## src/rtl/ft12_frame_receiver_assert.svh

```systemverilog
// ----------------------------------------------------------------------------
// FT1.2 frame receiver assertion macros
// Shared wrappers for the concurrent checks of the receiver, all clocked on
// clk and held off while arst_n is low.
// ----------------------------------------------------------------------------
`ifndef FT12_FRAME_RECEIVER_ASSERT_SVH
`define FT12_FRAME_RECEIVER_ASSERT_SVH

// Same-cycle implication.
`define FT12_ASSERT_NOW(label, ante, cons, msg) \
	label: assert property (@(posedge clk) disable iff (!arst_n) (ante) |-> (cons)) \
		else $error(msg);

// Implication checked in the next cycle.
`define FT12_ASSERT_NEXT(label, ante, cons, msg) \
	label: assert property (@(posedge clk) disable iff (!arst_n) (ante) |=> (cons)) \
		else $error(msg);

`endif

```

## src/rtl/ft12_pkg.sv

```systemverilog
// ----------------------------------------------------------------------------
// FT1.2 receiver package
// Types and constants shared by the parser, the result register and the top.
// ----------------------------------------------------------------------------
`default_nettype none

package ft12_pkg;

	localparam logic [7:0] START_FIXED = 8'h10;
	localparam logic [7:0] START_VAR   = 8'h68;
	localparam logic [7:0] STOP_BYTE   = 8'h16;
	localparam logic [7:0] ACD_MASK    = 8'h20;
	localparam logic [7:0] DFC_MASK    = 8'h10;
	localparam logic [3:0] FC_SEND_CONFIRM = 4'd0;
	localparam logic [3:0] FC_USER_DATA    = 4'd8;

	localparam int unsigned TDATA_W = 40;

	typedef enum logic [3:0] {
		PH_HUNT,
		PH_F_CTRL,
		PH_F_ADDR,
		PH_F_SUM,
		PH_F_END,
		PH_V_LEN1,
		PH_V_LEN2,
		PH_V_ST2,
		PH_V_DATA,
		PH_V_SUM,
		PH_V_END
	} phase_t;

	typedef enum logic [2:0] {
		ST_OK        = 3'd0,
		ST_ADDRESS   = 3'd1,
		ST_END_BYTE  = 3'd2,
		ST_CHECKSUM  = 3'd3,
		ST_TRUNCATED = 3'd4,
		ST_NO_START  = 3'd5,
		ST_START2    = 3'd6
	} frame_status_t;

	typedef enum logic {
		KIND_DATA   = 1'b0,
		KIND_STATUS = 1'b1
	} result_kind_t;

	typedef struct packed {
		result_kind_t  result_kind;
		logic [7:0]    data_byte;
		frame_status_t frame_status;
		logic          frame_kind;
		logic          access_demand;
		logic          flow_control;
		logic [3:0]    function_code;
		logic [7:0]    station_address;
		logic [7:0]    user_data_length;
		logic          deliver_user_data;
	} result_t;

endpackage

`default_nettype wire

```

## src/rtl/ft12_frame_receiver.sv

```systemverilog
// ----------------------------------------------------------------------------
// FT1.2 frame receiver
// Parses IEC 60870-5 FT1.2 fixed and variable link frames from a byte stream
// and reports user bytes and one status item per frame.
// ----------------------------------------------------------------------------
//
//   Channel   Direction  Payload
//   s_axis    in         tdata: rx_byte; tlast: chunk_end
//   m_axis    out        tdata: data_byte .. deliver_user_data; tuser: result_kind
//   apb       in/out     register 0 at address 0: expected_station_address
//
// An accepted item is held in the input stage register and parsed
// combinationally into the result register, so one item per cycle flows
// through while the sink keeps m_tready high. m_tvalid rises once the
// result register has been loaded. A waiting result stalls the parser, and
// the input stage then takes at most one more item before s_tready drops.
// arst_n clears all control state and the station address register.
// ----------------------------------------------------------------------------
`default_nettype none

module ft12_frame_receiver (
	input  wire         clk,
	input  wire         arst_n,
	// Input stream.
	input  wire         s_tvalid,
	output logic        s_tready,
	input  wire  [7:0]  s_tdata,   // [7:0] rx_byte
	input  wire         s_tlast,   // chunk_end
	// Result stream.
	output logic        m_tvalid,
	input  wire         m_tready,
	// [7:0] data_byte, [10:8] frame_status, [11] frame_kind, [12] access_demand,
	// [13] flow_control, [17:14] function_code, [25:18] station_address,
	// [33:26] user_data_length, [34] deliver_user_data, [39:35] zero
	output logic [ft12_pkg::TDATA_W-1:0] m_tdata,
	output logic        m_tuser,   // [0] result_kind
	// Register port.
	input  wire         psel,
	input  wire         penable,
	input  wire         pwrite,
	input  wire  [2:0]  paddr,
	input  wire  [31:0] pwdata,
	output logic [31:0] prdata,
	output logic        pready
);

	`include "ft12_frame_receiver_assert.svh"

	// Station address register; only the word at address zero exists.
	logic [7:0] exp_addr_q;
	logic       reg_hit;

	assign reg_hit = (paddr[2] == 1'b0);
	assign pready  = 1'b1;

	always_ff @(posedge clk or negedge arst_n) begin
		if (!arst_n) begin
			exp_addr_q <= '0;
		end else if (psel && penable && pwrite && pready && reg_hit) begin
			exp_addr_q <= pwdata[7:0];
		end
	end

	assign prdata = reg_hit ? {24'd0, exp_addr_q} : 32'd0;

	// Input stage register.
	logic       valid_s1;
	logic [7:0] byte_s1;
	logic       last_s1;
	logic       advance;
	logic       out_valid;

	assign advance  = valid_s1 && (!out_valid || m_tready);
	assign s_tready = !valid_s1 || advance;

	always_ff @(posedge clk or negedge arst_n) begin
		if (!arst_n) begin
			valid_s1 <= 1'b0;
		end else if (s_tready) begin
			valid_s1 <= s_tvalid;
		end
	end

	always_ff @(posedge clk) begin
		if (s_tready && s_tvalid) begin
			byte_s1 <= s_tdata;
			last_s1 <= s_tlast;
		end
	end

	// Parser: frame state advances once per item leaving the input stage.
	logic              p_valid;
	ft12_pkg::result_t p_res;
	ft12_pkg::result_t out_res;
	logic              deliver_good;

	ft12_parser u_parser (
		.clk           (clk),
		.arst_n        (arst_n),
		.en            (advance),
		.rx_byte       (byte_s1),
		.chunk_end     (last_s1),
		.expected_addr (exp_addr_q),
		.res_valid     (p_valid),
		.res           (p_res)
	);

	ft12_out_reg u_out (
		.clk      (clk),
		.arst_n   (arst_n),
		.load     (advance && p_valid),
		.load_res (p_res),
		.take     (m_tready),
		.valid    (out_valid),
		.res      (out_res)
	);

	assign m_tvalid = out_valid;
	assign m_tuser  = out_res.result_kind;
	assign m_tdata  = {5'd0, out_res.deliver_user_data, out_res.user_data_length,
		out_res.station_address, out_res.function_code, out_res.flow_control,
		out_res.access_demand, out_res.frame_kind, out_res.frame_status,
		out_res.data_byte};

	// A good variable frame status item, the only kind that may deliver.
	assign deliver_good = (out_res.result_kind == ft12_pkg::KIND_STATUS) &&
		(out_res.frame_status == ft12_pkg::ST_OK) && out_res.frame_kind;

	// A delivered frame is always a good variable frame.
	`FT12_ASSERT_NOW(a_deliver_ok, m_tvalid && m_tdata[34], deliver_good, "bad deliver flag")
	// A user data item carries nothing beside its byte.
	`FT12_ASSERT_NOW(a_data_clean, m_tvalid && !m_tuser, m_tdata[39:8] == 32'd0, "dirty data item")
	// The input side only stalls while an item sits in the input stage.
	`FT12_ASSERT_NOW(a_stall_cause, !s_tready, valid_s1 && out_valid && !m_tready, "bad stall")
	// A result waiting on the sink stays loaded through the next edge.
	`FT12_ASSERT_NEXT(a_hold_result, m_tvalid && !m_tready, m_tvalid, "result dropped")

endmodule

`default_nettype wire

```

## src/rtl/ft12_parser.sv

```systemverilog
// ----------------------------------------------------------------------------
// FT1.2 frame parser
// Holds the frame state and turns one byte into at most one result.
// ----------------------------------------------------------------------------
`default_nettype none

module ft12_parser (
	input  wire                   clk,
	input  wire                   arst_n,
	input  wire                   en,
	input  wire  [7:0]            rx_byte,
	input  wire                   chunk_end,
	input  wire  [7:0]            expected_addr,
	output logic                  res_valid,
	output ft12_pkg::result_t     res
);

	ft12_pkg::phase_t phase_q, phase_d;
	logic [7:0] pos_q, pos_d;
	logic [7:0] len_q, len_d;
	logic [7:0] sum_q, sum_d;
	logic [7:0] ctrl_q, ctrl_d;
	logic [7:0] addr_q, addr_d;
	logic [7:0] chk_q, chk_d;
	logic       var_q, var_d;
	logic       done_q, done_d;
	logic       taken_q, taken_d;
	logic       st2bad_q, st2bad_d;

	always_comb begin
		logic                    ended;
		logic                    data_out;
		logic                    with_frame;
		ft12_pkg::frame_status_t status;
		logic [7:0]              pos_inc;

		phase_d  = phase_q;
		pos_d    = pos_q;
		len_d    = len_q;
		sum_d    = sum_q;
		ctrl_d   = ctrl_q;
		addr_d   = addr_q;
		chk_d    = chk_q;
		var_d    = var_q;
		done_d   = done_q;
		taken_d  = taken_q;
		st2bad_d = st2bad_q;
		ended      = 1'b0;
		data_out   = 1'b0;
		with_frame = 1'b1;
		status     = ft12_pkg::ST_OK;
		res_valid  = 1'b0;
		pos_inc    = pos_q + 8'd1;

		if (done_q) begin
			if (chunk_end) begin
				done_d = 1'b0;
			end
		end else if (phase_q == ft12_pkg::PH_HUNT) begin
			if (rx_byte == ft12_pkg::START_FIXED || rx_byte == ft12_pkg::START_VAR) begin
				pos_d    = '0;
				len_d    = '0;
				sum_d    = '0;
				ctrl_d   = '0;
				addr_d   = '0;
				chk_d    = '0;
				taken_d  = 1'b0;
				st2bad_d = 1'b0;
				var_d    = (rx_byte == ft12_pkg::START_VAR);
				phase_d  = var_d ? ft12_pkg::PH_V_LEN1 : ft12_pkg::PH_F_CTRL;
				if (chunk_end) begin
					phase_d   = ft12_pkg::PH_HUNT;
					status    = ft12_pkg::ST_TRUNCATED;
					res_valid = 1'b1;
				end
			end else if (chunk_end) begin
				status     = ft12_pkg::ST_NO_START;
				with_frame = 1'b0;
				res_valid  = 1'b1;
			end
		end else begin
			case (phase_q)
				ft12_pkg::PH_F_CTRL: begin
					ctrl_d  = rx_byte;
					sum_d   = rx_byte;
					phase_d = ft12_pkg::PH_F_ADDR;
				end
				ft12_pkg::PH_F_ADDR: begin
					addr_d  = rx_byte;
					taken_d = 1'b1;
					sum_d   = sum_q + rx_byte;
					phase_d = ft12_pkg::PH_F_SUM;
				end
				ft12_pkg::PH_F_SUM: begin
					chk_d   = rx_byte;
					phase_d = ft12_pkg::PH_F_END;
				end
				ft12_pkg::PH_F_END: begin
					ended = 1'b1;
					if (addr_q != expected_addr)
						status = ft12_pkg::ST_ADDRESS;
					else if (rx_byte != ft12_pkg::STOP_BYTE)
						status = ft12_pkg::ST_END_BYTE;
					else if (sum_q != chk_q)
						status = ft12_pkg::ST_CHECKSUM;
				end
				ft12_pkg::PH_V_LEN1: begin
					len_d   = rx_byte;
					phase_d = ft12_pkg::PH_V_LEN2;
				end
				ft12_pkg::PH_V_LEN2: begin
					phase_d = ft12_pkg::PH_V_ST2;
				end
				ft12_pkg::PH_V_ST2: begin
					st2bad_d = (rx_byte != ft12_pkg::START_VAR);
					pos_d    = '0;
					phase_d  = (len_q != 8'd0) ? ft12_pkg::PH_V_DATA : ft12_pkg::PH_V_SUM;
				end
				ft12_pkg::PH_V_DATA: begin
					if (pos_q == 8'd0) begin
						ctrl_d = rx_byte;
					end
					if (pos_q == 8'd1) begin
						addr_d  = rx_byte;
						taken_d = 1'b1;
					end
					sum_d    = sum_q + rx_byte;
					pos_d    = pos_inc;
					if (pos_inc == len_q) begin
						phase_d = ft12_pkg::PH_V_SUM;
					end
					data_out = 1'b1;
				end
				ft12_pkg::PH_V_SUM: begin
					chk_d   = rx_byte;
					phase_d = ft12_pkg::PH_V_END;
				end
				default: begin
					ended = 1'b1;
					if (addr_q != expected_addr)
						status = ft12_pkg::ST_ADDRESS;
					else if (st2bad_q)
						status = ft12_pkg::ST_START2;
					else if (rx_byte != ft12_pkg::STOP_BYTE)
						status = ft12_pkg::ST_END_BYTE;
					else if (sum_q != chk_q)
						status = ft12_pkg::ST_CHECKSUM;
				end
			endcase

			if (ended) begin
				phase_d   = ft12_pkg::PH_HUNT;
				done_d    = !chunk_end;
				res_valid = 1'b1;
			end else if (chunk_end) begin
				phase_d   = ft12_pkg::PH_HUNT;
				status    = (taken_d && addr_d != expected_addr) ?
					ft12_pkg::ST_ADDRESS : ft12_pkg::ST_TRUNCATED;
				res_valid = 1'b1;
			end else if (data_out) begin
				res_valid = 1'b1;
			end
		end

		res = '0;
		if (res_valid && !(data_out && !ended && !chunk_end)) begin
			res.result_kind  = ft12_pkg::KIND_STATUS;
			res.frame_status = status;
			if (with_frame) begin
				res.frame_kind       = var_d;
				res.access_demand    = |(ctrl_d & ft12_pkg::ACD_MASK);
				res.flow_control     = |(ctrl_d & ft12_pkg::DFC_MASK);
				res.function_code    = ctrl_d[3:0];
				res.station_address  = addr_d;
				res.user_data_length = var_d ? len_d : 8'd0;
				res.deliver_user_data = (status == ft12_pkg::ST_OK) && var_d &&
					(ctrl_d[3:0] == ft12_pkg::FC_SEND_CONFIRM ||
					 ctrl_d[3:0] == ft12_pkg::FC_USER_DATA);
			end
		end else if (res_valid) begin
			res.result_kind = ft12_pkg::KIND_DATA;
			res.data_byte   = rx_byte;
		end
	end

	always_ff @(posedge clk or negedge arst_n) begin
		if (!arst_n) begin
			phase_q  <= ft12_pkg::PH_HUNT;
			pos_q    <= '0;
			len_q    <= '0;
			sum_q    <= '0;
			ctrl_q   <= '0;
			addr_q   <= '0;
			chk_q    <= '0;
			var_q    <= 1'b0;
			done_q   <= 1'b0;
			taken_q  <= 1'b0;
			st2bad_q <= 1'b0;
		end else if (en) begin
			phase_q  <= phase_d;
			pos_q    <= pos_d;
			len_q    <= len_d;
			sum_q    <= sum_d;
			ctrl_q   <= ctrl_d;
			addr_q   <= addr_d;
			chk_q    <= chk_d;
			var_q    <= var_d;
			done_q   <= done_d;
			taken_q  <= taken_d;
			st2bad_q <= st2bad_d;
		end
	end

endmodule

`default_nettype wire

```

## src/rtl/ft12_out_reg.sv

```systemverilog
// ----------------------------------------------------------------------------
// FT1.2 result register
// One-entry output register that holds a result until the sink takes it.
// ----------------------------------------------------------------------------
`default_nettype none

module ft12_out_reg (
	input  wire                   clk,
	input  wire                   arst_n,
	input  wire                   load,
	input  ft12_pkg::result_t     load_res,
	input  wire                   take,
	output logic                  valid,
	output ft12_pkg::result_t     res
);

	logic              valid_q;
	ft12_pkg::result_t res_q;

	always_ff @(posedge clk or negedge arst_n) begin
		if (!arst_n) begin
			valid_q <= 1'b0;
		end else if (load) begin
			valid_q <= 1'b1;
		end else if (take) begin
			valid_q <= 1'b0;
		end
	end

	always_ff @(posedge clk) begin
		if (load) begin
			res_q <= load_res;
		end
	end

	assign valid = valid_q;
	assign res   = res_q;

endmodule

`default_nettype wire

```

## config.mk

```make
export PLATFORM = sky130hd
export DESIGN_NAME = ft12_frame_receiver
export DESIGN_NICKNAME = d
export VERILOG_FILES = /design/src/rtl/ft12_pkg.sv /design/src/rtl/ft12_frame_receiver.sv /design/src/rtl/ft12_parser.sv /design/src/rtl/ft12_out_reg.sv
export VERILOG_INCLUDE_DIRS = /design/src /design/src/rtl
export SDC_FILE = /design/constraint.sdc
export NUM_CORES = 1
export LEC_CHECK = 0
export BUFFER_PORTS_ARGS = -buffer_cell sky130_fd_sc_hd__buf_4
export CAP_MARGIN = 10
export CORE_MARGIN = 5
export CORE_UTILIZATION = 50
export CTS_CLUSTER_DIAMETER = 120
export DETAILED_ROUTE_END_ITERATION = 10
export PLACE_DENSITY = 0.77
export SLEW_MARGIN = 0
export SYNTH_ARGS = -nofsm -noshare
export SYNTH_HDL_FRONTEND = slang
export SYNTH_SLANG_ARGS = --single-unit
```

## constraint.sdc

```tcl
create_clock -name clk -period 4.11 [get_ports clk]
set_input_delay 0.6165 -clock clk [delete_from_list [all_inputs] [get_ports clk]]
set_output_delay 0.6165 -clock clk [all_outputs]
set_load 0.05 [all_outputs]
```

# --- Word level (Yosys, flattened, before mapping) ---
# Cells that the tools add are included.
op_classes:
  add_sub_neg: 2
  n_eq_ne: 21
  n_mux: 83
  bitwise: 3
  reduce_logical: 44
ops:
  columns: ["op", "n"]
  rows:
  - ["$mux 8", 16]
  - ["$pmux 8 s2", 3]
  - ["$mux 1", 36]
  - ["$mux 3", 12]
  - ["$pmux 4 s8", 1]
  - ["$mux 4", 6]
  - ["$mux 6", 4]
  - ["$ne 8x8->1", 3]
  - ["$eq 4x3->1 const B", 4]
  - ["$reduce_and 4->1", 4]
  - ["$eq 4x4->1 const B", 3]
  - ["$logic_and 1x1->1", 12]
  - ["$pmux 6 s2", 1]
  - ["$reduce_bool 11->1", 1]
  - ["$add 8x1->8 const B", 1]
  - ["$add 8x8->8", 1]
  - ["$eq 4x2->1 const B", 2]
  - ["$eq 8x1->1 const B", 1]
  - ["$eq 8x5->1 const B", 1]
  - ["$eq 8x7->1 const B", 1]
  - ["$eq 8x8->1", 1]
  - ["$logic_not 4->1", 2]
  - ["$logic_not 8->1", 1]
  - ["$ne 8x5->1 const B", 1]
  - ["other kinds (19)", 35]
totals:
  register_bits: 109
  in_bits: 51
  out_inout_bits: 76
  wordCells: 179

# --- Longest topological paths before layout ---
logic_depth:
  ltp_word: 15
  ltp_mapped: 11
  mapped_depth_nobuf: 10

# --- Hierarchy ---
# Synthesis repeated with hierarchy kept, for this count alone.
hier_totals:
  cells_unflattened: 627
  area_unflattened_um2: 6223.5
by_module_without_submodules:
  columns: ["module", "n_inst", "cells_each", "area_each_um2", "seq_area_each_um2"]
  rows:
  - ["ft12_parser", 1, 515, 4155.2, 1351.3]
  - ["ft12_out_reg", 1, 39, 1117.3, 1106.1]
  - ["ft12_frame_receiver", 1, 73, 950.9, 495.5]

# --- Worst setup path before layout ---
# Ideal clock, no wire load.
synth_timing:
  kind: "register to register"
  from: "reg u_parser.phase_q[3]"
  to: "reg u_out.res_q (netlist bit u_out.res[0]) (enable)"
  setup_time_ps: 487
  arrival_ps: 4031
  required_ps: 3623
  path_slack_ps: -407
  path_stages_with_launch: 6
  n_path_buf: 3
  synth_period_minus_slack_ps: 4517
  cell_sequence: "dfrtp_1 -> buf_2 -> buf_1 -> clkbuf_1 -> nand2_1 -> a211oi_1"
synth_via:
  elab_chain_len: 10
  word_cells_on_any_way: 22
  cone_classes: "8 x eq/ne; 11 x mux; 3 x reduce/logical"
synth_rtl:
  columns: ["element", "line", "text"]
  rows:
  - ["from (decl)", "ft12_parser.sv:18", "ft12_pkg::phase_t phase_q, phase_d;"]
  - ["from (signal assigned)", "ft12_parser.sv:188", "phase_q <= ft12_pkg::PH_HUNT;"]
  - ["from (signal assigned)", "ft12_parser.sv:200", "phase_q <= phase_d;"]
  - ["$eq 4x4->1", "ft12_parser.sv:82", "case (phase_q)"]
  - ["$mux 1", "ft12_parser.sv:82", null]
  - ["$mux 1", "ft12_parser.sv:59", "end else if (phase_q == ft12_pkg::PH_HUNT) begin"]
  - ["$mux 1", "ft12_parser.sv:55", "if (done_q) begin"]
  - ["$mux 1", "ft12_parser.sv:160", "end else if (data_out) begin"]
  - ["$mux 1", "ft12_parser.sv:155", "end else if (chunk_end) begin"]
  - ["$mux 1", "ft12_parser.sv:151", "if (ended) begin"]
  - ["$mux 1 (*)", "ft12_parser.sv:59", null]
  - ["$mux 1 (*)", "ft12_parser.sv:55", null]
  - ["$logic_and 1x1->1 (*)", "ft12_frame_receiver.sv:111", ".load (advance && p_valid),"]
  - ["named net u_out.load", "ft12_out_reg.sv:10", "input wire load,"]
  - ["to (signal assigned)", "ft12_out_reg.sv:32", "res_q <= load_res;"]
  - ["to (decl)", "ft12_out_reg.sv:18", "ft12_pkg::result_t res_q;"]
# The timed path passes the listed nets; every way through them passes the cells marked *. The select of a mux whose other input is x is not followed.
# A chain may end at the register's enable or synchronous reset.

# --- Final worst setup path ---
layout_timing:
  from: "reg u_parser.phase_q[3]"
  to: "reg u_out.res_q (netlist bit u_out.res[0]) (data pin)"
layout_via:
  elab_chain_len: 14
  word_cells_on_any_way: 59
  cone_classes: "11 x eq/ne; 34 x mux; 14 x reduce/logical"
layout_rtl:
  columns: ["element", "line", "text"]
  rows:
  - ["$eq 4x4->1 / $eq 4x2->1 (equally long branches)", "ft12_parser.sv:82", null]
  - ["$pmux 8 s2", "ft12_parser.sv:82", null]
  - ["$mux 8", "ft12_parser.sv:59", null]
  - ["$mux 8", "ft12_parser.sv:55", null]
  - ["$ne 8x8->1", "ft12_parser.sv:157", "status = (taken_d && addr_d != expected_addr) ?"]
  - ["$logic_and 1x1->1", "ft12_parser.sv:157", null]
  - ["$mux 3", "ft12_parser.sv:157", null]
  - ["$mux 3", "ft12_parser.sv:155", null]
  - ["$mux 3", "ft12_parser.sv:151", null]
  - ["$mux 3", "ft12_parser.sv:59", null]
  - ["$mux 3", "ft12_parser.sv:55", null]
  - ["$logic_not 3->1", "ft12_parser.sv:176", "res.deliver_user_data = (status == ft12_pkg::ST_OK) && var_d &&"]
  - ["$logic_and 1x1->1 (2 in a row)", "ft12_parser.sv:176", null]
# Parallel ways exist; a longest one is shown, timed or not. The select of a mux whose other input is x is not followed.

==> impl_metrics.ini <==
[power]
p_sw_mw = 2.315
p_clk_share_pct = 16.0
combPwrFrac_pct = 48.4
seq_power_share_pct = 35.6
power_density_nw_per_um2 = 707.6
leakage_nw = 2.954
p_total_mw = 5.084
switching_share_pct = 45.52
ir_drop_mv = 0.3120
internal_power_mw = 2.770

[floorplan]
start_util_pct = 50.47
die_w_um = 122.2
die-height_um = 122.2
core.rowCount = 41
core_area_um2 = 12470
dieArea_um2 = 14930
io_pins = 127

[grt]
groute.usage.overall_pct = 21.09
first_global_vias = 5051
grt_max_degree = 65
grt_overflow_total = 0
antenna_found_initial = 0
grt_pass1_wl_um = 24830

[setup_path]
crit_fanout = 14
slowest_stage = dfrtp_1
arrival_ps = 3480
cp-end-kind = flip-flop
crit_path_start_kind = flip-flop
critPathMaxStageDelay_ps = 620
crit_chain = nor4b_4 > and4_1 > a22oi_1 > and3_1 > or4_4 > nor4_4 > o21a_1 > nor3_2
worstPathRequired_ps = 4210
crit_type = reg -> reg

[sta]
finalCritPeriodShare_pct = 82.16
slew_headroom_pct = 31.23
setup_slack_ps = 733.2
max_freq_ghz = 0.2961
whs_ps = 364.8
rsz0062_at_grt = no
finalMaxSlewViolations = 0
fin_worst_skew_ps = 7.273
worstMarginPinSlew_ps = 1025
hold_viol = 0
period_needed_ps = 3377
finalSetupViolCount = 0
fin_tns_setup_ps = 0

[clocking]
clkTransAtPathRegs_ps = 70
cts-htree-levels = 3
cts_sinks = 109
holdBufCountCts = 0
cts_setup_buffers = 0
cts_tree = done
cts_buffer_depth = 2
cts_buffers = 9
insertion_delay_ps = 350
cts_root_buffer = clkbuf_16
cts_resized = 0

[layout]
final_common_cell = buf_4
syn_to_final_growth_pct = 14.22
n_antenna_cell = 0
drive_gt1_share_pct = 17.43
most-common-layout-cells = 88 x buf_4, 67 x nor2_1, 67 x nand2_1
layout.nets = 780
fillers = 1072
layout.cells.non_filler = 895

[run]
drv_cap = 0

[yosys]
yosysTopAreaCellShare_pct = 25.46
synthesis.area_um2 = 6291
yosysTopAreaCell = dfrtp_1
ys_types = 60
syn_area_per_cell_um2 = 9.590
async_flop_share_pct = 58.72
synth-edff-count = 45
syn-instance-count = 656
ys.flop_type = dfrtp_1
seq_area_frac_synth_pct = 46.94
netlist_top_cells_area = dfrtp_1 25%, edfxtp_1 21%, o21ai_0 4.1%
yosysWarnings = 0
synth-seq-cells = 109

[placement]
pre_cts_ws_ps = 761.0
place_inst = 879
gp_congestion = 0.9091
port_buffers = 70
dp_hpwl_um = 11100

[drt]
vias = 5262
drc = 0
wire_per_inst_um = 17.26
first_iter_violations = 564
antenna_left = 0
vias_per_cell = 5.879
first_pass_iters = 5
drt-total-wl_um = 15450

[status]
status = complete, no violations

[hold_path]
hold_class = in -> async
-- per-layer routing --
metal | track usage (%) | routed length [um] | up-vias
met5 | 0 | 0 | -
met4 | 9.587 | 359 | 0
met3 | 3.714 | 1372 | 35
met2 | 33.84 | 7348 | 262
met1 | 28.04 | 6369 | 2512
li1 | - | - | 2453
-- state kept, by name, summed over array words and instances (netlist names) --
name               flops
byte_s1                8
exp_addr_q             8
valid_s1               1
u_parser.ctrl_q        6
u_parser.pos_q         8
u_parser.taken_q       1
u_parser.phase_q       4
u_parser.len_q         8
u_out.valid            1
u_parser.done_q        1
u_out.res             36
u_parser.sum_q         8
u_parser.var_q         1
last_s1                1
u_parser.st2bad_q      1
u_parser.chk_q         8
u_parser.addr_q        8
-- area by class of cell --
cell class | instances | area [um^2] | share of cell area (%)
clock inverters | 7 | 48.80 | 0.6791
clock buffers | 9 | 225.2 | 3.134
well taps | 172 | 215.2 | 2.995
inverters | 14 | 52.55 | 0.7313
flip-flops and latches | 109 | 2953 | 41.09
repair buffers | 88 | 660.6 | 9.194
multi-input cells | 496 | 3030 | 42.17
-- cells in the mapped netlist (all sizes together), types with 5 or more instances --
| library cell | n |
|---|---|
| ha | 10 |
| nand2b | 5 |
| clkbuf | 26 |
| a31oi | 6 |
| or2 | 5 |
| o31ai | 11 |
| nand4 | 7 |
| nor2b | 8 |
| and4 | 6 |
| a32oi | 5 |
| a21oi | 33 |
| a22oi | 19 |
| and3 | 14 |
| nor2 | 67 |
| nand2 | 67 |
| xnor2 | 24 |
| mux2 | 9 |
| inv | 13 |
| nand3 | 9 |
| o21ai | 56 |
| a22o | 20 |
| buf | 39 |
| a32o | 8 |
| edfxtp | 45 |
| nor4 | 6 |
| nor3 | 10 |
| dfrtp | 64 |
| xor2 | 5 |
| and2 | 14 |
-- path summary, 6_finish.rpt --
path	start	endpoint	slack, ps	cells past startpoint
setup / recovery	u_parser.phase_q[3]	u_out.res[0]	730	8
hold / removal	arst_n	valid_s1	360	1
setup reg to reg	u_parser.phase_q[3]	u_out.res[0]	730	8
hold reg to reg	u_parser.ctrl_q[1]	u_parser.ctrl_q[1]	500	2
max in group asynchronous	arst_n	u_parser.addr_q[1]	3200	1
min in group clk	s_tdata[4]	byte_s1[4]	430	1
-- metrics by stage --
stage	instance area [um^2]	utilization (%)
6_report	7186	57.64
5_1_grt	7186	57.64
3_3_place_gp	6912	55.45
3_5_place_dp	6912	55.45
2_1_floorplan	6401	-
4_1_cts	7186	57.64
-- power by group through the flow --
stage	logic (mW)	registers, mW	clock network [mW]
global placement	2.36	1.80	0
floorplan	1.59	2.02	0
CTS	2.45	1.80	0.823
global route	2.68	1.85	0.866
detailed placement	2.44	1.82	0
finish	2.46	1.81	0.811
-- kinds of logic (layout without fill, tap and decap cells) --
| group | count (synthesis) | after routing | share of synthesized area (%) |
|---|---|---|---|
| other | 2 | 30 | 0.1194 |
| flip-flops | 109 | 109 | 46.94 |
| AND/OR/NAND/NOR | 233 | 233 | 18.79 |
| XOR/XNOR | 29 | 29 | 4.037 |
| buffers and inverters | 79 | 118 | 6.762 |
| multiplexers | 13 | 13 | 2.247 |
| adder cells (fa/ha/maj) | 11 | 11 | 2.307 |
| AO/OA/AOI/OAI | 180 | 180 | 18.79 |
-- worst max-delay path, delay by kind of cell (launching register included) --
family,cells,cell delay [ps]
and+or+nand+nor,6,2090
DFF,1,620
AOI/OAI and AO/OA,2,410
No activity file was read; power rests on OpenSTA's default activity.
